<file path="src/hdl/rfe_pkg.sv">
`timescale 1ns / 1ps
// Shared types, codes and constants of the reader command frame encoder.
package rfe_pkg;

    localparam int KIND_W      = 2;
    localparam int PAYLOAD_W   = 32;
    localparam int PAGE_W      = 8;
    localparam int SYMBOL_W    = 2;
    localparam int TIME_W      = 10;
    localparam int CRC_W       = 8;
    localparam int FRAME_W     = 37;
    localparam int LEN_W       = 6;
    localparam int CFG_ADDR_W  = 4;
    localparam int CFG_DATA_W  = 32;

    localparam int RFE_QUEUE_DEPTH = 2;

    typedef enum logic [KIND_W-1:0] {
        KIND_UID_REQ = 2'd0,
        KIND_SELECT  = 2'd1,
        KIND_WR_PAGE = 2'd2,
        KIND_WR_DATA = 2'd3
    } kind_t;

    localparam logic [SYMBOL_W-1:0] SYM_ZERO = 2'd0;
    localparam logic [SYMBOL_W-1:0] SYM_ONE  = 2'd1;
    localparam logic [SYMBOL_W-1:0] SYM_EOF  = 2'd2;

    typedef enum logic [1:0] {
        REG_GAP     = 2'd0,
        REG_ZERO_ON = 2'd1,
        REG_ONE_ON  = 2'd2
    } cfg_reg_t;

    localparam logic [4:0] UID_REQ_CODE = 5'b11001;
    localparam logic [4:0] SELECT_CODE  = 5'b00000;
    localparam logic [3:0] WR_PAGE_CODE = 4'b1000;

    localparam logic [CRC_W-1:0] CRC_POLY = 8'h1D;
    localparam logic [CRC_W-1:0] CRC_INIT = 8'hFF;

    localparam logic [TIME_W-1:0] GAP_RESET     = 10'd64;
    localparam logic [TIME_W-1:0] ZERO_ON_RESET = 10'd96;
    localparam logic [TIME_W-1:0] ONE_ON_RESET  = 10'd160;

    // One classified command: frame bits left-aligned, their count, and
    // whether a CRC-8 follows them.
    typedef struct packed {
        logic [FRAME_W-1:0] bits;
        logic [LEN_W-1:0]   nbits;
        logic               has_crc;
    } frame_desc_t;

    typedef struct packed {
        logic [TIME_W-1:0] gap;
        logic [TIME_W-1:0] zero_on;
        logic [TIME_W-1:0] one_on;
    } timing_cfg_t;

endpackage

</file>
<file path="src/hdl/rfe_if.sv">
`timescale 1ns / 1ps
// Request channel interfaces for commands in and line symbols out.
interface rfe_cmd_if;
    import rfe_pkg::*;
    logic                 valid;
    logic                 ready;
    logic [KIND_W-1:0]    kind;
    logic [PAYLOAD_W-1:0] payload;
    logic [PAGE_W-1:0]    page_number;

    modport source (output valid, output kind, output payload, output page_number,
                    input ready);
    modport sink (input valid, input kind, input payload, input page_number,
                  output ready);
endinterface

interface rfe_sym_if;
    import rfe_pkg::*;
    logic                valid;
    logic                ready;
    logic [SYMBOL_W-1:0] symbol;
    logic [TIME_W-1:0]   off_time_us;
    logic [TIME_W-1:0]   on_time_us;
    logic                last;

    modport source (output valid, output symbol, output off_time_us, output on_time_us,
                    output last, input ready);
    modport sink (input valid, input symbol, input off_time_us, input on_time_us,
                  input last, output ready);
endinterface

</file>
<file path="src/hdl/rfid_reader_frame_encoder.sv">
`timescale 1ns / 1ps
// Top level of the reader command frame encoder.
//
// Each command request on cmd expands into a frame of line symbols on sym,
// most significant bit first: a UID request sends 11001 (5 bits, no CRC), a
// select sends 00000 and the 32-bit UID, a write-page header sends 1000 and
// the 8-bit page, and write data sends the 32-bit word; all but the UID
// request are followed by a CRC-8 (polynomial 0x1D, init 0xFF, not
// reflected) over the bits before it. Every bit symbol reports the gap
// register as its off time and the zero or one on-time register as its on
// time; a closing end-of-frame symbol carries the gap, an on time of 0 and
// last set. The front end classifies a command in the cycle it is accepted
// and drops a descriptor into a short queue, so commands are taken while an
// earlier frame is still being sent. The back end sequencer sends one symbol
// per cycle while sym is not stalled and computes the CRC serially as the
// bits go out. The timing registers sit at byte addresses 0 (gap), 4 (zero
// on time) and 8 (one on time) of the APB port, reset to 64, 96 and 160, and
// are sampled as each symbol is formed, so write them only while the block
// is idle.
module rfid_reader_frame_encoder #(
    parameter int QUEUE_DEPTH = rfe_pkg::RFE_QUEUE_DEPTH
) (
    input  logic                            clk,
    input  logic                            rst_n,
    rfe_cmd_if.sink                         cmd,
    rfe_sym_if.source                       sym,
    input  logic                            psel,
    input  logic                            penable,
    input  logic                            pwrite,
    input  logic [rfe_pkg::CFG_ADDR_W-1:0]  paddr,
    input  logic [rfe_pkg::CFG_DATA_W-1:0]  pwdata,
    output logic [rfe_pkg::CFG_DATA_W-1:0]  prdata,
    output logic                            pready
);
    import rfe_pkg::*;

    timing_cfg_t timing;
    frame_desc_t wr_desc;
    frame_desc_t rd_desc;
    logic        push;
    logic        pop;
    logic        full;
    logic        empty;

    rfe_cfg u_cfg (
        .clk     (clk),
        .rst_n   (rst_n),
        .psel    (psel),
        .penable (penable),
        .pwrite  (pwrite),
        .paddr   (paddr),
        .pwdata  (pwdata),
        .prdata  (prdata),
        .pready  (pready),
        .timing  (timing)
    );

    // Front end: classify the command and build its frame descriptor.
    rfe_front u_front (
        .cmd  (cmd),
        .full (full),
        .push (push),
        .desc (wr_desc)
    );

    rfe_queue #(
        .DEPTH (QUEUE_DEPTH)
    ) u_queue (
        .clk     (clk),
        .rst_n   (rst_n),
        .push    (push),
        .wr_desc (wr_desc),
        .pop     (pop),
        .rd_desc (rd_desc),
        .full    (full),
        .empty   (empty)
    );

    // Back end: serialize the frame, append the CRC if it has one and close the frame.
    rfe_back u_back (
        .clk    (clk),
        .rst_n  (rst_n),
        .empty  (empty),
        .head   (rd_desc),
        .pop    (pop),
        .timing (timing),
        .sym    (sym)
    );

endmodule

</file>
<file path="src/hdl/rfe_cfg.sv">
`timescale 1ns / 1ps
// APB-style register file holding the three symbol timing registers.
module rfe_cfg (
    input  logic                            clk,
    input  logic                            rst_n,
    input  logic                            psel,
    input  logic                            penable,
    input  logic                            pwrite,
    input  logic [rfe_pkg::CFG_ADDR_W-1:0]  paddr,
    input  logic [rfe_pkg::CFG_DATA_W-1:0]  pwdata,
    output logic [rfe_pkg::CFG_DATA_W-1:0]  prdata,
    output logic                            pready,
    output rfe_pkg::timing_cfg_t            timing
);
    import rfe_pkg::*;

    logic [TIME_W-1:0] gap_reg;
    logic [TIME_W-1:0] zero_on_reg;
    logic [TIME_W-1:0] one_on_reg;
    logic              wr_en;
    cfg_reg_t          sel;
    logic [TIME_W-1:0] rd_val;

    assign pready = 1'b1;
    assign wr_en  = psel && penable && pwrite;
    assign sel    = cfg_reg_t'(paddr[CFG_ADDR_W-1:2]);

    always_ff @(posedge clk or negedge rst_n)
    begin
        if (!rst_n)
        begin
            gap_reg     <= GAP_RESET;
            zero_on_reg <= ZERO_ON_RESET;
            one_on_reg  <= ONE_ON_RESET;
        end
        else if (wr_en)
        begin
            case (sel)
                REG_GAP:     gap_reg     <= pwdata[TIME_W-1:0];
                REG_ZERO_ON: zero_on_reg <= pwdata[TIME_W-1:0];
                REG_ONE_ON:  one_on_reg  <= pwdata[TIME_W-1:0];
                default:     ;
            endcase
        end
    end

    always_comb
    begin
        case (sel)
            REG_GAP:     rd_val = gap_reg;
            REG_ZERO_ON: rd_val = zero_on_reg;
            REG_ONE_ON:  rd_val = one_on_reg;
            default:     rd_val = '0;
        endcase
    end

    assign prdata = {{(CFG_DATA_W-TIME_W){1'b0}}, rd_val};

    assign timing.gap     = gap_reg;
    assign timing.zero_on = zero_on_reg;
    assign timing.one_on  = one_on_reg;

endmodule

</file>
<file path="src/hdl/rfe_front.sv">
`timescale 1ns / 1ps
// Command front end: accepts a command and turns it into a frame descriptor.
module rfe_front (
    rfe_cmd_if.sink               cmd,
    input  logic                  full,
    output logic                  push,
    output rfe_pkg::frame_desc_t  desc
);
    import rfe_pkg::*;

    kind_t kind;

    assign kind      = kind_t'(cmd.kind);
    assign cmd.ready = !full;
    assign push      = cmd.valid && !full;

    // Frame bits are left-aligned so the back end always sends from the top.
    always_comb
    begin
        case (kind)
            KIND_UID_REQ:
            begin
                desc.bits    = {UID_REQ_CODE, {(FRAME_W-5){1'b0}}};
                desc.nbits   = LEN_W'(5);
                desc.has_crc = 1'b0;
            end
            KIND_SELECT:
            begin
                desc.bits    = {SELECT_CODE, cmd.payload};
                desc.nbits   = LEN_W'(FRAME_W);
                desc.has_crc = 1'b1;
            end
            KIND_WR_PAGE:
            begin
                desc.bits    = {WR_PAGE_CODE, cmd.page_number,
                                {(FRAME_W-4-PAGE_W){1'b0}}};
                desc.nbits   = LEN_W'(4 + PAGE_W);
                desc.has_crc = 1'b1;
            end
            default:
            begin
                desc.bits    = {cmd.payload, {(FRAME_W-PAYLOAD_W){1'b0}}};
                desc.nbits   = LEN_W'(PAYLOAD_W);
                desc.has_crc = 1'b1;
            end
        endcase
    end

endmodule

</file>
<file path="src/hdl/rfe_queue.sv">
`timescale 1ns / 1ps
// Small descriptor queue between the front and back ends.
module rfe_queue #(
    parameter int DEPTH = rfe_pkg::RFE_QUEUE_DEPTH
) (
    input  logic                  clk,
    input  logic                  rst_n,
    input  logic                  push,
    input  rfe_pkg::frame_desc_t  wr_desc,
    input  logic                  pop,
    output rfe_pkg::frame_desc_t  rd_desc,
    output logic                  full,
    output logic                  empty
);
    import rfe_pkg::*;

    localparam int PTR_W = (DEPTH > 1) ? $clog2(DEPTH) : 1;
    localparam int CNT_W = $clog2(DEPTH + 1);

    frame_desc_t       entries [DEPTH];
    logic [PTR_W-1:0]  wr_ptr_reg;
    logic [PTR_W-1:0]  rd_ptr_reg;
    logic [CNT_W-1:0]  count_reg;

    function automatic logic [PTR_W-1:0] ptr_inc(input logic [PTR_W-1:0] p);
        logic [PTR_W-1:0] r;
        if (p == PTR_W'(DEPTH - 1))
            r = '0;
        else
            r = p + 1'b1;
        return r;
    endfunction

    assign full    = (count_reg == CNT_W'(DEPTH));
    assign empty   = (count_reg == '0);
    assign rd_desc = entries[rd_ptr_reg];

    always_ff @(posedge clk)
    begin
        if (push)
            entries[wr_ptr_reg] <= wr_desc;
    end

    always_ff @(posedge clk or negedge rst_n)
    begin
        if (!rst_n)
        begin
            wr_ptr_reg <= '0;
            rd_ptr_reg <= '0;
            count_reg  <= '0;
        end
        else
        begin
            if (push)
                wr_ptr_reg <= ptr_inc(wr_ptr_reg);
            if (pop)
                rd_ptr_reg <= ptr_inc(rd_ptr_reg);
            if (push && !pop)
                count_reg <= count_reg + 1'b1;
            else if (pop && !push)
                count_reg <= count_reg - 1'b1;
        end
    end

endmodule

</file>
<file path="src/hdl/rfe_back.sv">
`timescale 1ns / 1ps
// Symbol sequencer: sends frame bits, the CRC-8 if any, then the closing gap.
module rfe_back (
    input  logic                  clk,
    input  logic                  rst_n,
    input  logic                  empty,
    input  rfe_pkg::frame_desc_t  head,
    output logic                  pop,
    input  rfe_pkg::timing_cfg_t  timing,
    rfe_sym_if.source             sym
);
    import rfe_pkg::*;

    typedef enum logic [1:0] {
        ST_IDLE,
        ST_DATA,
        ST_CRC,
        ST_EOF
    } state_t;

    state_t              state_reg,   state_next;
    logic [FRAME_W-1:0]  shift_reg,   shift_next;
    logic [LEN_W-1:0]    cnt_reg,     cnt_next;
    logic [CRC_W-1:0]    crc_reg,     crc_next;
    logic                has_crc_reg, has_crc_next;
    logic                valid_reg,   valid_next;
    logic [SYMBOL_W-1:0] symbol_reg,  symbol_next;
    logic [TIME_W-1:0]   off_reg,     off_next;
    logic [TIME_W-1:0]   on_reg,      on_next;
    logic                last_reg,    last_next;
    logic                out_free;
    logic                bit_val;

    assign out_free = !valid_reg || sym.ready;
    assign pop      = (state_reg == ST_IDLE) && !empty;

    always_comb
    begin
        state_next   = state_reg;
        shift_next   = shift_reg;
        cnt_next     = cnt_reg;
        crc_next     = crc_reg;
        has_crc_next = has_crc_reg;
        valid_next   = valid_reg && !sym.ready;
        symbol_next  = symbol_reg;
        off_next     = off_reg;
        on_next      = on_reg;
        last_next    = last_reg;
        bit_val      = 1'b0;

        case (state_reg)
            ST_IDLE:
            begin
                if (!empty)
                begin
                    shift_next   = head.bits;
                    cnt_next     = head.nbits;
                    has_crc_next = head.has_crc;
                    crc_next     = CRC_INIT;
                    state_next   = ST_DATA;
                end
            end
            ST_DATA:
            begin
                if (out_free)
                begin
                    bit_val    = shift_reg[FRAME_W-1];
                    shift_next = {shift_reg[FRAME_W-2:0], 1'b0};
                    crc_next   = {crc_reg[CRC_W-2:0], 1'b0}
                               ^ ((crc_reg[CRC_W-1] ^ bit_val) ? CRC_POLY : '0);
                    cnt_next   = cnt_reg - 1'b1;
                    if (cnt_reg == LEN_W'(1))
                    begin
                        cnt_next   = LEN_W'(CRC_W);
                        state_next = has_crc_reg ? ST_CRC : ST_EOF;
                    end
                end
            end
            ST_CRC:
            begin
                if (out_free)
                begin
                    bit_val  = crc_reg[CRC_W-1];
                    crc_next = {crc_reg[CRC_W-2:0], 1'b0};
                    cnt_next = cnt_reg - 1'b1;
                    if (cnt_reg == LEN_W'(1))
                        state_next = ST_EOF;
                end
            end
            ST_EOF:
            begin
                if (out_free)
                    state_next = ST_IDLE;
            end
            default:
            begin
                state_next = ST_IDLE;
            end
        endcase

        if (out_free && (state_reg == ST_DATA || state_reg == ST_CRC))
        begin
            valid_next  = 1'b1;
            symbol_next = bit_val ? SYM_ONE : SYM_ZERO;
            off_next    = timing.gap;
            on_next     = bit_val ? timing.one_on : timing.zero_on;
            last_next   = 1'b0;
        end
        else if (out_free && state_reg == ST_EOF)
        begin
            valid_next  = 1'b1;
            symbol_next = SYM_EOF;
            off_next    = timing.gap;
            on_next     = '0;
            last_next   = 1'b1;
        end
    end

    always_ff @(posedge clk or negedge rst_n)
    begin
        if (!rst_n)
        begin
            state_reg   <= ST_IDLE;
            shift_reg   <= '0;
            cnt_reg     <= '0;
            crc_reg     <= CRC_INIT;
            has_crc_reg <= 1'b0;
            valid_reg   <= 1'b0;
            symbol_reg  <= SYM_ZERO;
            off_reg     <= '0;
            on_reg      <= '0;
            last_reg    <= 1'b0;
        end
        else
        begin
            state_reg   <= state_next;
            shift_reg   <= shift_next;
            cnt_reg     <= cnt_next;
            crc_reg     <= crc_next;
            has_crc_reg <= has_crc_next;
            valid_reg   <= valid_next;
            symbol_reg  <= symbol_next;
            off_reg     <= off_next;
            on_reg      <= on_next;
            last_reg    <= last_next;
        end
    end

    assign sym.valid       = valid_reg;
    assign sym.symbol      = symbol_reg;
    assign sym.off_time_us = off_reg;
    assign sym.on_time_us  = on_reg;
    assign sym.last        = last_reg;

endmodule

</file>
<file path="src/flat_wrapper.sv">
// flat-port wrapper written by rule: the top's interface ports become plain ports
module rfid_reader_frame_encoder_flat import rfe_pkg::*;
#(
    parameter int QUEUE_DEPTH = rfe_pkg::RFE_QUEUE_DEPTH
)
  (clk, rst_n, psel, penable, pwrite, paddr, pwdata, prdata, pready, cmd_valid, cmd_kind, cmd_payload, cmd_page_number, cmd_ready, sym_valid, sym_symbol, sym_off_time_us, sym_on_time_us, sym_last, sym_ready);
  rfe_cmd_if cmd_i ();
  rfe_sym_if sym_i ();
  input  logic clk;
  input  logic rst_n;
  input  logic psel;
  input  logic penable;
  input  logic pwrite;
  input  logic [rfe_pkg::CFG_ADDR_W-1:0] paddr;
  input  logic [rfe_pkg::CFG_DATA_W-1:0] pwdata;
  output logic [rfe_pkg::CFG_DATA_W-1:0] prdata;
  output logic pready;
  input wire logic [$bits(cmd_i.valid)-1:0] cmd_valid;
  input wire logic [$bits(cmd_i.kind)-1:0] cmd_kind;
  input wire logic [$bits(cmd_i.payload)-1:0] cmd_payload;
  input wire logic [$bits(cmd_i.page_number)-1:0] cmd_page_number;
  output wire logic [$bits(cmd_i.ready)-1:0] cmd_ready;
  output wire logic [$bits(sym_i.valid)-1:0] sym_valid;
  output wire logic [$bits(sym_i.symbol)-1:0] sym_symbol;
  output wire logic [$bits(sym_i.off_time_us)-1:0] sym_off_time_us;
  output wire logic [$bits(sym_i.on_time_us)-1:0] sym_on_time_us;
  output wire logic [$bits(sym_i.last)-1:0] sym_last;
  input wire logic [$bits(sym_i.ready)-1:0] sym_ready;
  assign cmd_i.valid = cmd_valid;
  assign cmd_i.kind = cmd_kind;
  assign cmd_i.payload = cmd_payload;
  assign cmd_i.page_number = cmd_page_number;
  assign cmd_ready = cmd_i.ready;
  assign sym_valid = sym_i.valid;
  assign sym_symbol = sym_i.symbol;
  assign sym_off_time_us = sym_i.off_time_us;
  assign sym_on_time_us = sym_i.on_time_us;
  assign sym_last = sym_i.last;
  assign sym_i.ready = sym_ready;
  rfid_reader_frame_encoder #(.QUEUE_DEPTH(QUEUE_DEPTH)) u_core (.clk(clk), .rst_n(rst_n), .cmd(cmd_i), .sym(sym_i), .psel(psel), .penable(penable), .pwrite(pwrite), .paddr(paddr), .pwdata(pwdata), .prdata(prdata), .pready(pready));
endmodule
</file>
<file path="config.mk">
export PLATFORM = sky130hd
export DESIGN_NAME = rfid_reader_frame_encoder_flat
export DESIGN_NICKNAME = d
export VERILOG_FILES = /design/src/hdl/rfe_pkg.sv /design/src/hdl/rfe_if.sv /design/src/hdl/rfid_reader_frame_encoder.sv /design/src/hdl/rfe_cfg.sv /design/src/hdl/rfe_front.sv /design/src/hdl/rfe_queue.sv /design/src/hdl/rfe_back.sv /design/src/flat_wrapper.sv
export SDC_FILE = /design/constraint.sdc
export NUM_CORES = 1
export LEC_CHECK = 0
export BUFFER_PORTS_ARGS = -buffer_cell sky130_fd_sc_hd__buf_2
export CAP_MARGIN = 0
export CORE_MARGIN = 1.5
export CORE_UTILIZATION = 25
export CTS_CLUSTER_SIZE = 20
export DETAILED_ROUTE_END_ITERATION = 10
export SLEW_MARGIN = 10
export SYNTH_ARGS = -nofsm -noshare
export SYNTH_HDL_FRONTEND = slang
export SYNTH_SLANG_ARGS = --single-unit
</file>
<file path="constraint.sdc">
create_clock -name clk -period 6.5 [get_ports clk]
set_input_delay 1.3 -clock clk [delete_from_list [all_inputs] [get_ports clk]]
set_output_delay 1.3 -clock clk [all_outputs]
set_load 0.02 [all_outputs]
</file>
==> flow_summary.toml <==
[worst_setup_path]
ff2ff_path_depth = 7
crit_path_max_fanout = 14
crit_path_end_kind = "output port"
path_class = "in2out"
cp.arrival_ps = 2750
setup.worst_path.start_class = "input pin"
reg2reg_slack_ps = 3570
required_ps = 5200

[routing]
wl_per_cell_um = 14.3
drc = 0
first_pass_iters = 4
vias = 5447
drt-total-wl_mm = 18.0
ant_nets = 0
viasPerCell = 4.33
drtIter0Drc = 235

[floorplan]
core_area_mm2 = 0.0358
die_area_mm2 = 0.0378
pin_count = 143
rows = 69
die_x_um = 194
die_height_um = 194
initial_utilization_pct = 25.6

[clock_tree]
cts_sinks = 195
worstSkewPairLatency_ps = 430
cts_setup_buffers = 0
cts_tree = "yes"
cts_buffers = 17
cts_buffer_depth = 2
cts_root_buf = "clkbuf_16"
ctsResizeCount = 0
ctsHoldBuffers = 0
path_clk_slew_ps = 70
htreeDepth = 4

[sta]
rsz0062_at_grt = "no"
setup_tns_ps = 0
period_minus_slack_ps = 4050
fmax_mhz = 247
timing.hold.ws_ps = 475
tightest_slew_ps = 1070
skew_ps = 8.56
period_share_pct = 62.3
final_max_slew_viol_count = 0
setup_viol = 0
maxSlewHeadroom_pct = 28.8
hold_viol_final = 0

[cells_and_area]
n_antenna_cell = 0
seq_area_mm2 = 0.00532
multiInputGateArea_mm2 = 0.00351
final_nets = 878
largest_reg_flops = 84
layout-drive-gt1-share_pct = 31.1
fill_cells = 3657
synthToLayoutAreaGrowth_pct = 15.8

[yosys]
synth_edf_count = 84
synth_most_common_cell = "dfrtp_1"
yosysSeqAreaShare_pct = 58.1
synth.avg_cell_area_um2 = 13.0
synth_cell_type_count = 51
synth-seq-cells = 195
synthArstFlopShare_pct = 56.9
ys_warn_count = 0
mappedNetlistArea_mm2 = 0.00916
yosysTopAreaCell = "edfxtp_1"
synth.top_cell.area_share_pct = 27.5
synthTopCellsByCount = "dfrtp_1, edfxtp_1, mux2i_1"
ys_top_cells_by_area = "edfxtp_1, dfrtp_1, mux2i_1"
synthCells = 704
synth_ff_type = "dfrtp_1"

[power_and_ir_drop]
power.density_mw_per_mm2 = 475
peakVddDrop_v = 0.000201
leakagePower_uw = 0.00448

[hold_path]
hold-path-cell-count = 2
hold_class = "reg2reg"

[grt]
antenna_found_initial = 0
track_usage_pct = 9.84
grt_pass1_vias = 5396
grt_max_degree = 85
overflow = 0
grt_pass1_wl_mm = 29.5

[placement]
gp_congestion = 0.769
portBuffers = 95
dpl.hpwl_mm = 11.3

[run_status]
status = "complete, no violations"

[run]
cap_violations = 0
-- cell type report --
class	instances	area share (%)
Inverter	9	0.319
Timing Repair Buffer	104	5.14
Sequential cell	195	50.1
Multi-Input combinational cell	458	33.1
Clock buffer	18	4.05
Clock inverter	14	1.78
Tap cell	461	5.44
-- worst max-delay path, cell delays in order --
cell and delay [ps]:
buf_2 230, nor2b_1 740, nand2_1 100, o21ai_0 150, buf_2 220
-- final timing paths --
kind                                                              from                                      endpoint
setup / recovery                                              paddr[2]                                     prdata[8]
hold / removal             u_core.u_back.sym.on_time_us[9]$_DFFE_PN0P_   u_core.u_back.sym.on_time_us[9]$_DFFE_PN0P_
setup reg to reg                u_core.u_back.state_reg[1]$_DFFE_PN0P_          u_core.u_back.cnt_reg[3]$_DFFE_PN0P_
hold reg to reg            u_core.u_back.sym.on_time_us[9]$_DFFE_PN0P_   u_core.u_back.sym.on_time_us[9]$_DFFE_PN0P_
max in group asynchronous                                        rst_n         u_core.u_queue.rd_ptr_reg$_DFFE_PN0P_
min in group asynchronous                                        rst_n  u_core.u_back.sym.off_time_us[0]$_DFFE_PN0P_
-- cells in the final DEF (no fill, tap or decap), types with 8 or more instances in the layout --
| cell type | netlist | routed |
|---|---|---|
| a21oi_1 | 14 | 14 |
| a22o_1 | 8 | 8 |
| buf_2 | 12 | 94 |
| buf_4 | 24 | 10 |
| clkbuf_16 | 0 | 17 |
| conb_1 | 2 | 23 |
| dfrtp_1 | 98 | 97 |
| dfstp_2 | 13 | 13 |
| edfxtp_1 | 84 | 84 |
| inv_1 | 9 | 9 |
| mux2_2 | 55 | 55 |
| mux2_4 | 30 | 30 |
| mux2i_1 | 84 | 84 |
| nand2_1 | 74 | 74 |
| nor2_1 | 17 | 16 |
| nor2b_1 | 24 | 24 |
| o21ai_0 | 61 | 60 |
-- report_power, final --
part	switching (µW)	leakage, µW	internal (µW)
clock network	487	0.000307	621
logic	1060	0.00204	897
registers	215	0.00213	1760
-- through the flow --
step / utilization [%] / std cells / instance area (µm²) / setup WS [ps] / power [µW]
floorplan: - / 725 / 9240 / 2870 / 3560
global placement: 27.9 / 1227 / 9990 / 2490 / 3930
detailed placement: 27.9 / 1227 / 9990 / 2480 / 3980
CTS: 29.6 / 1259 / 10600 / 2480 / 5100
global route: 29.6 / 1259 / 10600 / 2370 / 5380
finish: 29.6 / 1259 / 10600 / 2450 / 5040
-- kinds of logic (layout without fill, tap and decap cells) --
group | Yosys count | after routing | synth area share, %
compound gates | 104 | 104 | 6.96
xor+xnor | 7 | 7 | 0.670
fa+ha+maj | 8 | 8 | 1.09
buf+inv | 72 | 145 | 4.59
flops | 195 | 195 | 58.1
mux | 169 | 169 | 20.9
other cells | 2 | 23 | 0.0820
simple gates | 147 | 147 | 7.68
-- metal layers --
layer,global-route usage [%],vias to the layer above,share of wire [%]
li1,-,2637,-
met1,13.8,2670,51
met2,15.1,130,44
met3,2.46,10,4.3
met4,2.66,0,0.86
met5,0,-,0
(Power assumes the default switching activity.)
